==> src/rtl/core/assert_macros.svh <==
// Assertion macros shared by the page job sequencer RTL.
`ifndef ASSERT_MACROS_SVH
`define ASSERT_MACROS_SVH
`ifndef SYNTHESIS
`define ASSERT_AT(lbl, clk, rst, prop) \
  lbl: assert property (@(posedge clk) disable iff (rst) prop) \
    else $error("%m: assertion failed");
`define ASSERT_NEVER(lbl, clk, rst, expr) \
  `ASSERT_AT(lbl, clk, rst, !(expr))
`else
`define ASSERT_AT(lbl, clk, rst, prop)
`define ASSERT_NEVER(lbl, clk, rst, expr)
`endif
`endif

==> src/rtl/core/dfpjs_pkg.sv <==
// Types, constants and codes shared by the page job sequencer modules.
package dfpjs_pkg;

  // Geometry of the linear space and the device page
  localparam int PAGE_BYTES     = 256;
  localparam int ADDRESS_BITS   = 20;
  localparam int LENGTH_BITS    = 16;
  localparam int OFFSET_BITS    = $clog2(PAGE_BYTES);
  localparam int PAGE_BITS      = ADDRESS_BITS - OFFSET_BITS;
  localparam int CHUNK_BITS     = OFFSET_BITS + 1;
  localparam int MIN_BITS       = (LENGTH_BITS > CHUNK_BITS) ? LENGTH_BITS : CHUNK_BITS;
  localparam int DEV_ADDR_BITS  = 24;
  localparam int DEV_PAGE_SHIFT = 9;

  // Result queue sizing
  localparam int FIFO_DEPTH      = 4;
  localparam int FIFO_PTR_BITS   = $clog2(FIFO_DEPTH);
  localparam int FIFO_COUNT_BITS = $clog2(FIFO_DEPTH + 1);
  localparam int FIFO_PUSH_LIMIT = FIFO_DEPTH - 2;

  // Device command bytes and status
  localparam logic [7:0] CMD_READ      = 8'h03;
  localparam logic [7:0] CMD_STATUS    = 8'hd7;
  localparam logic [7:0] CMD_TO_BUF    = 8'h53;
  localparam logic [7:0] CMD_BUF_WRITE = 8'h84;
  localparam logic [7:0] CMD_PROGRAM   = 8'h83;
  localparam logic [7:0] STATUS_READY  = 8'h80;
  localparam logic [7:0] DUMMY_BYTE    = 8'h00;

  // Index of the final address byte of a command header
  localparam logic [1:0] HDR_LAST = 2'd3;

  typedef enum logic [1:0] {
    KIND_READ      = 2'd0,
    KIND_WRITE     = 2'd1,
    KIND_HOST_BYTE = 2'd2,
    KIND_SPI_BYTE  = 2'd3
  } kind_t;

  typedef enum logic [2:0] {
    ACT_SPI_SEND   = 3'd0,
    ACT_READ_DATA  = 3'd1,
    ACT_WRITE_REQ  = 3'd2,
    ACT_JOB_DONE   = 3'd3,
    ACT_JOB_REJECT = 3'd4
  } action_t;

  typedef enum logic [3:0] {
    PH_IDLE, PH_R_HDR, PH_R_DATA,
    PH_P1_CMD, PH_P1_STAT, PH_H53,
    PH_P2_CMD, PH_P2_STAT, PH_H84,
    PH_HOST, PH_W_DATA, PH_H83,
    PH_P3_CMD, PH_P3_STAT
  } phase_t;

  typedef struct packed {
    kind_t                   kind;
    logic [ADDRESS_BITS-1:0] address;
    logic [LENGTH_BITS-1:0]  length;
    logic [7:0]              data_byte;
  } item_t;

  typedef struct packed {
    action_t    action;
    logic [7:0] tx_byte;
    logic       release_select;
    logic [7:0] read_byte;
    logic       last;
  } res_t;

  // Up to two results written to the queue in one cycle
  typedef struct packed {
    logic [1:0] count;
    res_t       first;
    res_t       second;
  } push_t;

endpackage

==> src/rtl/core/dfpjs_input_stage.sv <==
// Input register holding one transaction until the sequencer takes it.
module dfpjs_input_stage (
  input  logic                                 clk,
  input  logic                                 rst,
  input  logic                                 in_valid,
  output logic                                 in_stall,
  input  logic [1:0]                           kind,
  input  logic [dfpjs_pkg::ADDRESS_BITS-1:0]   address,
  input  logic [dfpjs_pkg::LENGTH_BITS-1:0]    length,
  input  logic [7:0]                           data_byte,
  input  logic                                 take,
  output logic                                 item_valid,
  output dfpjs_pkg::item_t                     item
);

  logic load;

  // Stall only while a held transaction cannot move on
  assign in_stall = item_valid && !take;
  assign load     = in_valid && !in_stall;

  // Track occupancy
  always_ff @(posedge clk) begin
    if (rst) begin
      item_valid <= 1'b0;
    end else if (load) begin
      item_valid <= 1'b1;
    end else if (take) begin
      item_valid <= 1'b0;
    end
  end

  // Capture payload
  always_ff @(posedge clk) begin
    if (load) begin
      item.kind      <= dfpjs_pkg::kind_t'(kind);
      item.address   <= address;
      item.length    <= length;
      item.data_byte <= data_byte;
    end
  end

endmodule

==> src/rtl/core/dfpjs_sequencer.sv <==
// Job state and single-pass decode of one transaction into up to two results.
`include "assert_macros.svh"
module dfpjs_sequencer (
  input  logic             clk,
  input  logic             rst,
  input  logic             fire,
  input  dfpjs_pkg::item_t item,
  output dfpjs_pkg::push_t push
);

  dfpjs_pkg::phase_t                        phase, phase_next;
  logic [dfpjs_pkg::ADDRESS_BITS-1:0]       current_address, current_address_next;
  logic [dfpjs_pkg::LENGTH_BITS-1:0]        bytes_remaining, bytes_remaining_next;
  logic [dfpjs_pkg::CHUNK_BITS-1:0]         chunk_left, chunk_left_next;
  logic [1:0]                               header_index, header_index_next;
  logic [dfpjs_pkg::DEV_ADDR_BITS-1:0]      chunk_address, chunk_address_next;

  logic [dfpjs_pkg::CHUNK_BITS-1:0]         cl_dec;
  logic [dfpjs_pkg::LENGTH_BITS-1:0]        br_dec;
  logic [dfpjs_pkg::ADDRESS_BITS-1:0]       ca_inc;
  logic [dfpjs_pkg::ADDRESS_BITS-1:0]       src_addr;
  logic [dfpjs_pkg::LENGTH_BITS-1:0]        src_rem;
  logic [dfpjs_pkg::OFFSET_BITS-1:0]        src_off;
  logic [dfpjs_pkg::PAGE_BITS-1:0]          src_page;
  logic [dfpjs_pkg::CHUNK_BITS-1:0]         room;
  logic [dfpjs_pkg::DEV_ADDR_BITS-1:0]      new_chunk_address;
  logic [dfpjs_pkg::CHUNK_BITS-1:0]         new_chunk_left;
  logic [1:0]                               hi_inc;
  logic                                     hdr_more;
  logic                                     is_start;
  logic                                     ready;
  logic [7:0]                               next_addr_byte;
  logic [1:0]                               cnt;
  dfpjs_pkg::res_t                          r0, r1;
  logic                                     to_idle;
  logic                                     done_out;
  logic                                     hdr_phase;
  logic                                     data_phase;

  function automatic dfpjs_pkg::res_t mk_send(input logic [7:0] tx, input logic rel);
    dfpjs_pkg::res_t r;
    r = '0;
    r.action         = dfpjs_pkg::ACT_SPI_SEND;
    r.tx_byte        = tx;
    r.release_select = rel;
    return r;
  endfunction

  function automatic dfpjs_pkg::res_t mk_event(input dfpjs_pkg::action_t act,
                                               input logic [7:0] rb);
    dfpjs_pkg::res_t r;
    r = '0;
    r.action    = act;
    r.read_byte = rb;
    return r;
  endfunction

  // Consume one data byte
  assign cl_dec = chunk_left - 1'b1;
  assign br_dec = (bytes_remaining != '0) ? bytes_remaining - 1'b1 : '0;
  assign ca_inc = current_address + 1'b1;

  // Pick where the next chunk starts: new job, after a read byte, or as stored
  always_comb begin
    if (phase == dfpjs_pkg::PH_IDLE) begin
      src_addr = item.address;
      src_rem  = item.length;
    end else if (phase == dfpjs_pkg::PH_R_DATA) begin
      src_addr = ca_inc;
      src_rem  = br_dec;
    end else begin
      src_addr = current_address;
      src_rem  = bytes_remaining;
    end
  end

  // Split the start address into page and offset, clip the chunk to the page
  assign src_off  = src_addr[dfpjs_pkg::OFFSET_BITS-1:0];
  assign src_page = src_addr[dfpjs_pkg::ADDRESS_BITS-1:dfpjs_pkg::OFFSET_BITS];
  assign room     = dfpjs_pkg::CHUNK_BITS'(dfpjs_pkg::PAGE_BYTES)
                  - dfpjs_pkg::CHUNK_BITS'(src_off);
  assign new_chunk_address =
      (dfpjs_pkg::DEV_ADDR_BITS'(src_page) << dfpjs_pkg::DEV_PAGE_SHIFT)
    | dfpjs_pkg::DEV_ADDR_BITS'(src_off);
  assign new_chunk_left =
      (dfpjs_pkg::MIN_BITS'(src_rem) < dfpjs_pkg::MIN_BITS'(room))
    ? dfpjs_pkg::CHUNK_BITS'(src_rem) : room;

  // Header byte sequencing
  assign hi_inc   = header_index + 1'b1;
  assign hdr_more = header_index != dfpjs_pkg::HDR_LAST;
  assign is_start = (item.kind == dfpjs_pkg::KIND_READ) || (item.kind == dfpjs_pkg::KIND_WRITE);
  assign ready    = (item.data_byte & dfpjs_pkg::STATUS_READY) != 8'h00;

  // Select the address byte sent after the current header byte
  always_comb begin
    case (hi_inc)
      2'd1:    next_addr_byte = chunk_address[23:16];
      2'd2:    next_addr_byte = chunk_address[15:8];
      default: next_addr_byte = chunk_address[7:0];
    endcase
  end

  // Next state
  always_comb begin
    phase_next           = phase;
    current_address_next = current_address;
    bytes_remaining_next = bytes_remaining;
    chunk_left_next      = chunk_left;
    header_index_next    = header_index;
    chunk_address_next   = chunk_address;
    if (fire) begin
      if (is_start) begin
        if (phase == dfpjs_pkg::PH_IDLE) begin
          current_address_next = item.address;
          bytes_remaining_next = item.length;
          if (item.length == '0) begin
            chunk_left_next = '0;
          end else begin
            chunk_address_next = new_chunk_address;
            chunk_left_next    = new_chunk_left;
            header_index_next  = 2'd0;
            phase_next = (item.kind == dfpjs_pkg::KIND_READ) ?
                         dfpjs_pkg::PH_R_HDR : dfpjs_pkg::PH_P1_CMD;
          end
        end
      end else if (item.kind == dfpjs_pkg::KIND_HOST_BYTE) begin
        if (phase == dfpjs_pkg::PH_HOST) begin
          phase_next = dfpjs_pkg::PH_W_DATA;
        end
      end else begin
        case (phase)
          dfpjs_pkg::PH_R_HDR: begin
            if (hdr_more) begin
              header_index_next = hi_inc;
            end else begin
              header_index_next = 2'd0;
              phase_next        = dfpjs_pkg::PH_R_DATA;
            end
          end
          dfpjs_pkg::PH_R_DATA: begin
            chunk_left_next      = cl_dec;
            bytes_remaining_next = br_dec;
            current_address_next = ca_inc;
            if (cl_dec == '0) begin
              if (br_dec == '0) begin
                phase_next = dfpjs_pkg::PH_IDLE;
              end else begin
                chunk_address_next = new_chunk_address;
                chunk_left_next    = new_chunk_left;
                header_index_next  = 2'd0;
                phase_next         = dfpjs_pkg::PH_R_HDR;
              end
            end
          end
          dfpjs_pkg::PH_P1_CMD: phase_next = dfpjs_pkg::PH_P1_STAT;
          dfpjs_pkg::PH_P2_CMD: phase_next = dfpjs_pkg::PH_P2_STAT;
          dfpjs_pkg::PH_P3_CMD: phase_next = dfpjs_pkg::PH_P3_STAT;
          dfpjs_pkg::PH_P1_STAT: begin
            header_index_next = 2'd0;
            phase_next = ready ? dfpjs_pkg::PH_H53 : dfpjs_pkg::PH_P1_CMD;
          end
          dfpjs_pkg::PH_P2_STAT: begin
            header_index_next = 2'd0;
            phase_next = ready ? dfpjs_pkg::PH_H84 : dfpjs_pkg::PH_P2_CMD;
          end
          dfpjs_pkg::PH_P3_STAT: begin
            if (!ready) begin
              phase_next = dfpjs_pkg::PH_P3_CMD;
            end else if (bytes_remaining == '0) begin
              phase_next = dfpjs_pkg::PH_IDLE;
            end else begin
              chunk_address_next = new_chunk_address;
              chunk_left_next    = new_chunk_left;
              phase_next         = dfpjs_pkg::PH_P1_CMD;
            end
          end
          dfpjs_pkg::PH_H53: begin
            if (hdr_more) begin
              header_index_next = hi_inc;
            end else begin
              header_index_next = 2'd0;
              phase_next        = dfpjs_pkg::PH_P2_CMD;
            end
          end
          dfpjs_pkg::PH_H84: begin
            if (hdr_more) begin
              header_index_next = hi_inc;
            end else begin
              header_index_next = 2'd0;
              phase_next        = dfpjs_pkg::PH_HOST;
            end
          end
          dfpjs_pkg::PH_W_DATA: begin
            chunk_left_next      = cl_dec;
            bytes_remaining_next = br_dec;
            current_address_next = ca_inc;
            header_index_next    = 2'd0;
            phase_next = (cl_dec != '0) ? dfpjs_pkg::PH_HOST : dfpjs_pkg::PH_H83;
          end
          dfpjs_pkg::PH_H83: begin
            if (hdr_more) begin
              header_index_next = hi_inc;
            end else begin
              header_index_next = 2'd0;
              phase_next        = dfpjs_pkg::PH_P3_CMD;
            end
          end
          default: ;
        endcase
      end
    end
  end

  // Results of this transaction
  always_comb begin
    cnt = 2'd0;
    r0  = '0;
    r1  = '0;
    if (fire) begin
      if (is_start) begin
        cnt = 2'd1;
        if (phase != dfpjs_pkg::PH_IDLE) begin
          r0 = mk_event(dfpjs_pkg::ACT_JOB_REJECT, 8'h00);
        end else if (item.length == '0) begin
          r0 = mk_event(dfpjs_pkg::ACT_JOB_DONE, 8'h00);
        end else if (item.kind == dfpjs_pkg::KIND_READ) begin
          r0 = mk_send(dfpjs_pkg::CMD_READ, 1'b0);
        end else begin
          r0 = mk_send(dfpjs_pkg::CMD_STATUS, 1'b0);
        end
      end else if (item.kind == dfpjs_pkg::KIND_HOST_BYTE) begin
        if (phase == dfpjs_pkg::PH_HOST) begin
          cnt = 2'd1;
          r0  = mk_send(item.data_byte, chunk_left == dfpjs_pkg::CHUNK_BITS'(1));
        end
      end else begin
        case (phase)
          dfpjs_pkg::PH_R_HDR: begin
            cnt = 2'd1;
            r0  = hdr_more ? mk_send(next_addr_byte, 1'b0)
                : mk_send(dfpjs_pkg::DUMMY_BYTE, chunk_left == dfpjs_pkg::CHUNK_BITS'(1));
          end
          dfpjs_pkg::PH_R_DATA: begin
            cnt = 2'd2;
            r0  = mk_event(dfpjs_pkg::ACT_READ_DATA, item.data_byte);
            if (cl_dec != '0) begin
              r1 = mk_send(dfpjs_pkg::DUMMY_BYTE, cl_dec == dfpjs_pkg::CHUNK_BITS'(1));
            end else if (br_dec == '0) begin
              r1 = mk_event(dfpjs_pkg::ACT_JOB_DONE, 8'h00);
            end else begin
              r1 = mk_send(dfpjs_pkg::CMD_READ, 1'b0);
            end
          end
          dfpjs_pkg::PH_P1_CMD, dfpjs_pkg::PH_P2_CMD, dfpjs_pkg::PH_P3_CMD: begin
            cnt = 2'd1;
            r0  = mk_send(dfpjs_pkg::DUMMY_BYTE, 1'b1);
          end
          dfpjs_pkg::PH_P1_STAT: begin
            cnt = 2'd1;
            r0  = mk_send(ready ? dfpjs_pkg::CMD_TO_BUF : dfpjs_pkg::CMD_STATUS, 1'b0);
          end
          dfpjs_pkg::PH_P2_STAT: begin
            cnt = 2'd1;
            r0  = mk_send(ready ? dfpjs_pkg::CMD_BUF_WRITE : dfpjs_pkg::CMD_STATUS, 1'b0);
          end
          dfpjs_pkg::PH_P3_STAT: begin
            cnt = 2'd1;
            if (ready && bytes_remaining == '0) begin
              r0 = mk_event(dfpjs_pkg::ACT_JOB_DONE, 8'h00);
            end else begin
              r0 = mk_send(dfpjs_pkg::CMD_STATUS, 1'b0);
            end
          end
          dfpjs_pkg::PH_H53, dfpjs_pkg::PH_H83: begin
            cnt = 2'd1;
            r0  = hdr_more ? mk_send(next_addr_byte, hi_inc == dfpjs_pkg::HDR_LAST)
                : mk_send(dfpjs_pkg::CMD_STATUS, 1'b0);
          end
          dfpjs_pkg::PH_H84: begin
            cnt = 2'd1;
            r0  = hdr_more ? mk_send(next_addr_byte, 1'b0)
                : mk_event(dfpjs_pkg::ACT_WRITE_REQ, 8'h00);
          end
          dfpjs_pkg::PH_W_DATA: begin
            cnt = 2'd1;
            r0  = (cl_dec != '0) ? mk_event(dfpjs_pkg::ACT_WRITE_REQ, 8'h00)
                : mk_send(dfpjs_pkg::CMD_PROGRAM, 1'b0);
          end
          default: ;
        endcase
      end
    end
    // Mark the final result of the transaction
    if (cnt == 2'd1) begin
      r0.last = 1'b1;
    end
    if (cnt == 2'd2) begin
      r1.last = 1'b1;
    end
  end

  assign push.count  = cnt;
  assign push.first  = r0;
  assign push.second = r1;

  // Hold job state
  always_ff @(posedge clk) begin
    if (rst) begin
      phase           <= dfpjs_pkg::PH_IDLE;
      current_address <= '0;
      bytes_remaining <= '0;
      chunk_left      <= '0;
      header_index    <= 2'd0;
      chunk_address   <= '0;
    end else begin
      phase           <= phase_next;
      current_address <= current_address_next;
      bytes_remaining <= bytes_remaining_next;
      chunk_left      <= chunk_left_next;
      header_index    <= header_index_next;
      chunk_address   <= chunk_address_next;
    end
  end

  // Conditions watched by the checks below
  assign to_idle    = fire && phase != dfpjs_pkg::PH_IDLE && phase_next == dfpjs_pkg::PH_IDLE;
  assign done_out   = r0.action == dfpjs_pkg::ACT_JOB_DONE
                   || r1.action == dfpjs_pkg::ACT_JOB_DONE;
  assign hdr_phase  = phase == dfpjs_pkg::PH_R_HDR || phase == dfpjs_pkg::PH_H53
                   || phase == dfpjs_pkg::PH_H84 || phase == dfpjs_pkg::PH_H83;
  assign data_phase = phase == dfpjs_pkg::PH_R_DATA || phase == dfpjs_pkg::PH_HOST
                   || phase == dfpjs_pkg::PH_W_DATA;

  `ASSERT_AT(a_idle_only_on_done, clk, rst, to_idle |-> done_out)
  `ASSERT_AT(a_header_phase, clk, rst, header_index != 2'd0 |-> hdr_phase)
  `ASSERT_AT(a_chunk_pending, clk, rst, data_phase |-> chunk_left != '0)

endmodule

==> src/rtl/core/dfpjs_result_fifo.sv <==
// Small result queue taking up to two results a cycle and delivering one while the output is not stalled.
`include "assert_macros.svh"
module dfpjs_result_fifo (
  input  logic             clk,
  input  logic             rst,
  input  dfpjs_pkg::push_t push,
  output logic             room,
  output logic             out_valid,
  input  logic             out_stall,
  output dfpjs_pkg::res_t  head
);

  dfpjs_pkg::res_t                         entries [dfpjs_pkg::FIFO_DEPTH];
  logic [dfpjs_pkg::FIFO_PTR_BITS-1:0]     wr_ptr, wr_ptr_next, wr_ptr_1;
  logic [dfpjs_pkg::FIFO_PTR_BITS-1:0]     rd_ptr, rd_ptr_next;
  logic [dfpjs_pkg::FIFO_COUNT_BITS-1:0]   count, count_next;
  logic                                    pop;

  assign out_valid = count != '0;
  assign head      = entries[rd_ptr];
  assign pop       = out_valid && !out_stall;
  assign room      = count <= dfpjs_pkg::FIFO_COUNT_BITS'(dfpjs_pkg::FIFO_PUSH_LIMIT);
  assign wr_ptr_1  = wr_ptr + 1'b1;

  // Advance pointers and occupancy
  assign wr_ptr_next = wr_ptr + dfpjs_pkg::FIFO_PTR_BITS'(push.count);
  assign rd_ptr_next = rd_ptr + dfpjs_pkg::FIFO_PTR_BITS'(pop);
  assign count_next  = count + dfpjs_pkg::FIFO_COUNT_BITS'(push.count)
                     - dfpjs_pkg::FIFO_COUNT_BITS'(pop);

  always_ff @(posedge clk) begin
    if (rst) begin
      wr_ptr <= '0;
      rd_ptr <= '0;
      count  <= '0;
    end else begin
      wr_ptr <= wr_ptr_next;
      rd_ptr <= rd_ptr_next;
      count  <= count_next;
    end
  end

  // Store pushed results
  always_ff @(posedge clk) begin
    if (push.count != 2'd0) begin
      entries[wr_ptr] <= push.first;
    end
    if (push.count == 2'd2) begin
      entries[wr_ptr_1] <= push.second;
    end
  end

  `ASSERT_AT(a_push_has_room, clk, rst, push.count != 2'd0 |-> room)
  `ASSERT_NEVER(a_no_overflow, clk, rst, count > dfpjs_pkg::FIFO_COUNT_BITS'(dfpjs_pkg::FIFO_DEPTH))
  `ASSERT_AT(a_stall_holds, clk, rst, out_valid && out_stall |=> out_valid && $stable(head))

endmodule

==> src/rtl/core/dataflash_page_job_sequencer_core.sv <==
// Top level of the page job sequencer: input register, sequencer and result queue.
// Page job sequencer for a serial DataFlash device. Each input transaction
// (job start, host write byte or SPI received byte) is captured in an input
// register and decoded from there into zero, one or two results, which
// go into a four-entry result queue; a result passes through the input
// register and the result queue before it appears on the output port. A new
// transaction can be accepted every cycle while the input is not stalled.
// Input stall rises only while the queue has fewer than two free entries, so
// the sustained rate is set by the single output port: one transaction per
// cycle while each gives at most one result and the output is not stalled,
// and a read data byte that also launches the next SPI byte gives two results.
// Jobs are split at page boundaries; a job start while a job is running is
// answered with a reject and does not disturb the running job.
module dataflash_page_job_sequencer_core (
  input  logic                               clk,
  input  logic                               rst,
  input  logic                               in_valid,
  output logic                               in_stall,
  input  logic [1:0]                         kind,
  input  logic [dfpjs_pkg::ADDRESS_BITS-1:0] address,
  input  logic [dfpjs_pkg::LENGTH_BITS-1:0]  length,
  input  logic [7:0]                         data_byte,
  output logic                               out_valid,
  input  logic                               out_stall,
  output logic [2:0]                         action,
  output logic [7:0]                         tx_byte,
  output logic                               release_select,
  output logic [7:0]                         read_byte,
  output logic                               last
);

  logic             item_valid;
  logic             room;
  logic             take;
  dfpjs_pkg::item_t item;
  dfpjs_pkg::push_t push;
  dfpjs_pkg::res_t  head;

  // Process the held transaction when the queue can take two results
  assign take = item_valid && room;

  dfpjs_input_stage u_input (
    .clk        (clk),
    .rst        (rst),
    .in_valid   (in_valid),
    .in_stall   (in_stall),
    .kind       (kind),
    .address    (address),
    .length     (length),
    .data_byte  (data_byte),
    .take       (take),
    .item_valid (item_valid),
    .item       (item)
  );

  dfpjs_sequencer u_seq (
    .clk  (clk),
    .rst  (rst),
    .fire (take),
    .item (item),
    .push (push)
  );

  dfpjs_result_fifo u_fifo (
    .clk       (clk),
    .rst       (rst),
    .push      (push),
    .room      (room),
    .out_valid (out_valid),
    .out_stall (out_stall),
    .head      (head)
  );

  // Drive result fields from the queue head
  assign action         = head.action;
  assign tx_byte        = head.tx_byte;
  assign release_select = head.release_select;
  assign read_byte      = head.read_byte;
  assign last           = head.last;

endmodule
==> config.mk <==
export PLATFORM = sky130hd
export DESIGN_NAME = dataflash_page_job_sequencer_core
export DESIGN_NICKNAME = d
export VERILOG_FILES = /design/src/rtl/core/dfpjs_pkg.sv /design/src/rtl/core/dfpjs_input_stage.sv /design/src/rtl/core/dfpjs_sequencer.sv /design/src/rtl/core/dfpjs_result_fifo.sv /design/src/rtl/core/dataflash_page_job_sequencer_core.sv
export VERILOG_INCLUDE_DIRS = /design/src /design/src/rtl/core
export SDC_FILE = /design/constraint.sdc
export NUM_CORES = 1
export LEC_CHECK = 0
export BUFFER_PORTS_ARGS = -buffer_cell sky130_fd_sc_hd__buf_2
export CAP_MARGIN = 20
export CORE_UTILIZATION = 60
export DETAILED_ROUTE_END_ITERATION = 16
export GPL_ROUTABILITY_DRIVEN = 1
export PLACE_DENSITY = 0.79
export RECOVER_POWER = 50
export SYNTH_ARGS = -nofsm -noshare
export SYNTH_HDL_FRONTEND = slang
export SYNTH_SLANG_ARGS = --single-unit
==> constraint.sdc <==
create_clock -name clk -period 5.7 [get_ports clk]
set_input_delay 0.285 -clock clk [delete_from_list [all_inputs] [get_ports clk]]
set_output_delay 0.285 -clock clk [all_outputs]
set_load 0.01 [all_outputs]
==> run_results.csv <==
group,metric,value,unit
run,maxCapViolations,3,
yosys,synthArstFlopShare,0,%
worst_hold_path,hold_path_depth,3,
timing,rsz0062_at_grt,"false",
worst_setup_path,cp_slowest_cell,"or4b_1",
layout,final_util,70.1,%
worst_setup_path,crit_fanout,32,
timing,setup_viol,0,
global_routing,grt_overflow_total,0,
yosys,synth_seq_area_share,41.4,%
timing,period_needed,5.20,ns
layout,drive_above_1_share,11.9,%
layout,fillers,1558,
layout,fin_area,0.0133,mm^2
floorplan,num_rows,50,
worst_setup_path,r2r-end,"u_seq.chunk_left[5]$_SDFFE_PP0P_",
worst_hold_path,hold_end,"u_input.item_valid$_SDFFE_PP0P_",
clock_tree,path_clk_slew,0.06,ns
yosys,ys.flop_type,"dfxtp_1",
power_and_ir_drop,powerDensity,335,mW/mm^2
clock_tree,cts_max_level,1,
worst_setup_path,r2r_slack,0.50,ns
global_routing,grt_pass1_vias,9805,
worst_setup_path,crit_type,"flop to flop",
floorplan,core,0.0190,mm^2
timing,slew_headroom,-78.7,%
detailed_routing,vias_per_cell,6.38,
timing,fin_skew,0.0155,ns
worst_setup_path,critPathCaptureType,"flop",
outcome,status,"finished with violations",
timing,tns,0,ns
detailed_routing,dr.pass1.iters,7,
floorplan,dieWidth,142,um
floorplan,die-area,0.0202,mm^2
yosys,synth_area,0.0118,mm^2
global_routing,grt_usage,31.7,%
global_routing,grt_first_pass_wirelength,51.0,mm
yosys,syn_nets,1389,
timing,finalCritPeriodShare,91.2,%
worst_setup_path,critical_path.most_common_cell,"nor4_1",
layout,fin_nets,1448,
outcome,violations,"max-capacitance violations, max-slew violations",
yosys,yosys_warnings,0,
detailed_routing,drt_iter0_markers,984,
yosys,ys_seq_elements,209,
worst_setup_path,r2r_start,"u_seq.phase[1]$_SDFFE_PP0P_",
layout,antenna_cells,0,
layout,layout.cells.most_common_list,"139 x nor2_1, 139 x dfxtp_1, 107 x nand2_1, 101 x o21ai_0, 75 x a21oi_1",
worst_setup_path,cp_slowest_stage_delay,1.03,ns
power_and_ir_drop,vdd_drop_max,0.000272,V
worst_setup_path,crit_family,"simple AND/OR/NAND/NOR gates",
worst_setup_path,crit_arrival,5.64,ns
detailed_routing,remaining_drc_errors,0,
worst_setup_path,critPathLaunchType,"flop",
layout,area_delta_synth_final,12.9,%
clock_tree,cts-root-buf,"clkbuf_16",
worst_setup_path,path_cells,"or4b_1 -> nor4_1 -> nor4_1 -> clkbuf_2 -> nor3_2 -> nand3_1 -> ha_1 -> a211oi_1 -> o21ai_0 -> a2111oi_0 -> o32ai_1 -> a21oi_2 -> mux2_4 -> o22ai_2",
placed_design,dpl-instance-area,0.0122,mm^2
placed_design,gp_congestion,0.960,
timing,final_hold_viol_count,0,
worst_setup_path,rr_worst_depth,14,
power_and_ir_drop,p_leak,4.76,nW
yosys,synth_edf_count,70,
clock_tree,max-clock-path-buffers,3,
floorplan,start_util,62.1,%
placed_design,portBuffers,72,
worst_hold_path,hp-start,"in_valid",
detailed_routing,wl_per_cell,19.3,um
clock_tree,numCtsBuffers,23,
worst_hold_path,hp-class,"input pin to flop",
timing,max_clock_freq,192,MHz
clock_tree,clkLatencyLatePin,0.51,ns
timing,tightest_slew,2.68,ns
worst_setup_path,critical_path_buf_inv_count,1,
worst_setup_path,required,6.14,ns
floorplan,dieHeight,142,um
clock_tree,tritoncts,"yes",
floorplan,io_pins,73,
yosys,synth_area_per_cell,8.96,um^2
global_routing,antenna_found_initial,0,
placed_design,hpwl,21.2,mm
worst_setup_path,cp.depth,14,
yosys,ys_types,88,
global_routing,grt_max_degree,85,
detailed_routing,dr_total_vias,10500,
timing,report.final.slew_viol_count,122,
detailed_routing,drt_wl_total,31.9,mm
clock_tree,cts_sinks,209,
detailed_routing,ant_nets,0,
yosys,netlist_instances,1317,
clock_tree,post-cts-setup-buffer-count,0,
## synth_stat cells, drive strengths merged (6+ instances only)
library cell	n	area, um^2
buf	29	201
clkbuf	77	289
o22ai	23	156
o31ai	16	120
nor3	43	241
a21oi	76	384
nand4	7	43.8
a22o	34	298
mux2i	32	320
ha	21	263
a211oi	17	128
edfxtp	70	2100
inv	36	135
nor2	139	522
o211ai	9	72.6
mux4	21	473
nand2b	10	62.6
nor2b	23	144
and2	6	37.5
or4	8	67.6
nand2	107	402
dfxtp	139	2780
xnor2	23	201
a22oi	21	158
nand3	60	318
and3	9	57.6
a31o	6	52.6
o21ai	101	505
nor3b	8	60.1
nor4	19	134
o32ai	7	61.3
or2	8	50.1
a31oi	12	75.1
o21a	7	52.6
or3	13	82.6
a21o	12	90.1
## sequential cells by signal, summed over array words and instances (netlist names)
signal and flops:
u_seq.current_address 20, u_seq.chunk_left 9, u_input.item 46, u_seq.chunk_address 20
u_seq.phase 4, u_fifo.count 3, u_seq.bytes_remaining 16, u_input.item_valid 1
u_seq.header_index 2, u_fifo.rd_ptr 2, u_fifo.entries 84, u_fifo.wr_ptr 2
## timing repair
| item | in CTS | in global routing |
|---|---|---|
| hold endpoints to repair | 46 | 0 |
| hold buffers | 46 | 0 |
| resized for setup | 0 | 0 |
| endpoints found under the setup margin | 0 | 0 |
## area by class of cell
cell class / count / area (um^2) / share of cell area [%]
well taps: 260 / 325 / 2.44
multi-input cells: 964 / 6300 / 47.2
clock inverters: 13 / 105 / 0.788
clock buffers: 28 / 616 / 4.62
inverters: 37 / 139 / 1.04
repair buffers: 141 / 966 / 7.24
flip-flops and latches: 209 / 4880 / 36.6
## where the power goes
| part | internal, W | switching (W) | total (W) | leakage [nW] |
|---|---|---|---|---|
| clock network | 0.000819 | 0.000617 | 0.00144 | 0.343 |
| logic | 0.000513 | 0.000759 | 0.00127 | 2.62 |
| registers | 0.00165 | 0.000107 | 0.00176 | 1.79 |
| total | 0.00298 | 0.00148 | 0.00446 | 4.76 |
## worst reg2reg max path: cells and delay by family, from the launching register on
family,cells,cell delay (ns)
fa+ha+maj,1,0.24
mux,1,0.37
compound gates,6,1.70
simple gates,5,2.05
flops,1,0.61
buf+inv,1,0.17
## metrics by stage
step / power, W / cells / hold slack (ns) / worst slack, ns
after detailed placement: 0.00301 / 1562 / 0.456 / 0.682
after global routing: 0.00468 / 1652 / 0.0256 / 0.164
after floorplan: 0.00269 / 1317 / 0.384 / 1.51
final: 0.00446 / 1652 / 0.00732 / 0.501
after CTS: 0.00446 / 1649 / 0.00143 / 0.678
after global placement: 0.00298 / 1562 / 0.449 / 0.803
## kinds of logic (layout without fill, tap and decap cells)
kind of cell,after synthesis,count (layout),share of synthesized area [%]
AOI/OAI and AO/OA,376,376,21.1
xor gates and xnor gates,28,28,2.08
adders and majority gates,22,22,2.40
buffers and inverters,144,219,5.42
DFF,209,209,41.4
muxes,55,55,6.97
and+or+nand+nor,483,483,20.7
## layer usage
| metal | vias up | track usage, % | wire length [um] |
|---|---|---|---|
| li1 | 4994 | - | - |
| met1 | 4998 | 42.7 | 13500 |
| met2 | 471 | 52.6 | 15000 |
| met3 | 78 | 3.87 | 2350 |
| met4 | 0 | 10.8 | 1030 |
| met5 | - | 0 | 0 |
## worst max path at each step
stage / from / end / slack [ns]
detailed placement: u_seq.bytes_remaining[0]$_SDFFE_PP0P_ / u_seq.chunk_left[5]$_SDFFE_PP0P_ / 0.68
floorplan: u_seq.phase[1]$_SDFFE_PP0P_ / u_seq.chunk_left[3]$_SDFFE_PP0P_ / 1.51
CTS: u_seq.bytes_remaining[0]$_SDFFE_PP0P_ / u_seq.chunk_left[5]$_SDFFE_PP0P_ / 0.68
finish: u_seq.phase[1]$_SDFFE_PP0P_ / u_seq.chunk_left[5]$_SDFFE_PP0P_ / 0.50
global placement: u_seq.bytes_remaining[0]$_SDFFE_PP0P_ / u_seq.chunk_left[3]$_SDFFE_PP0P_ / 0.80
global route: u_seq.phase[1]$_SDFFE_PP0P_ / u_seq.chunk_left[6]$_SDFFE_PP0P_ / 0.16
(Power assumes the default switching activity.)
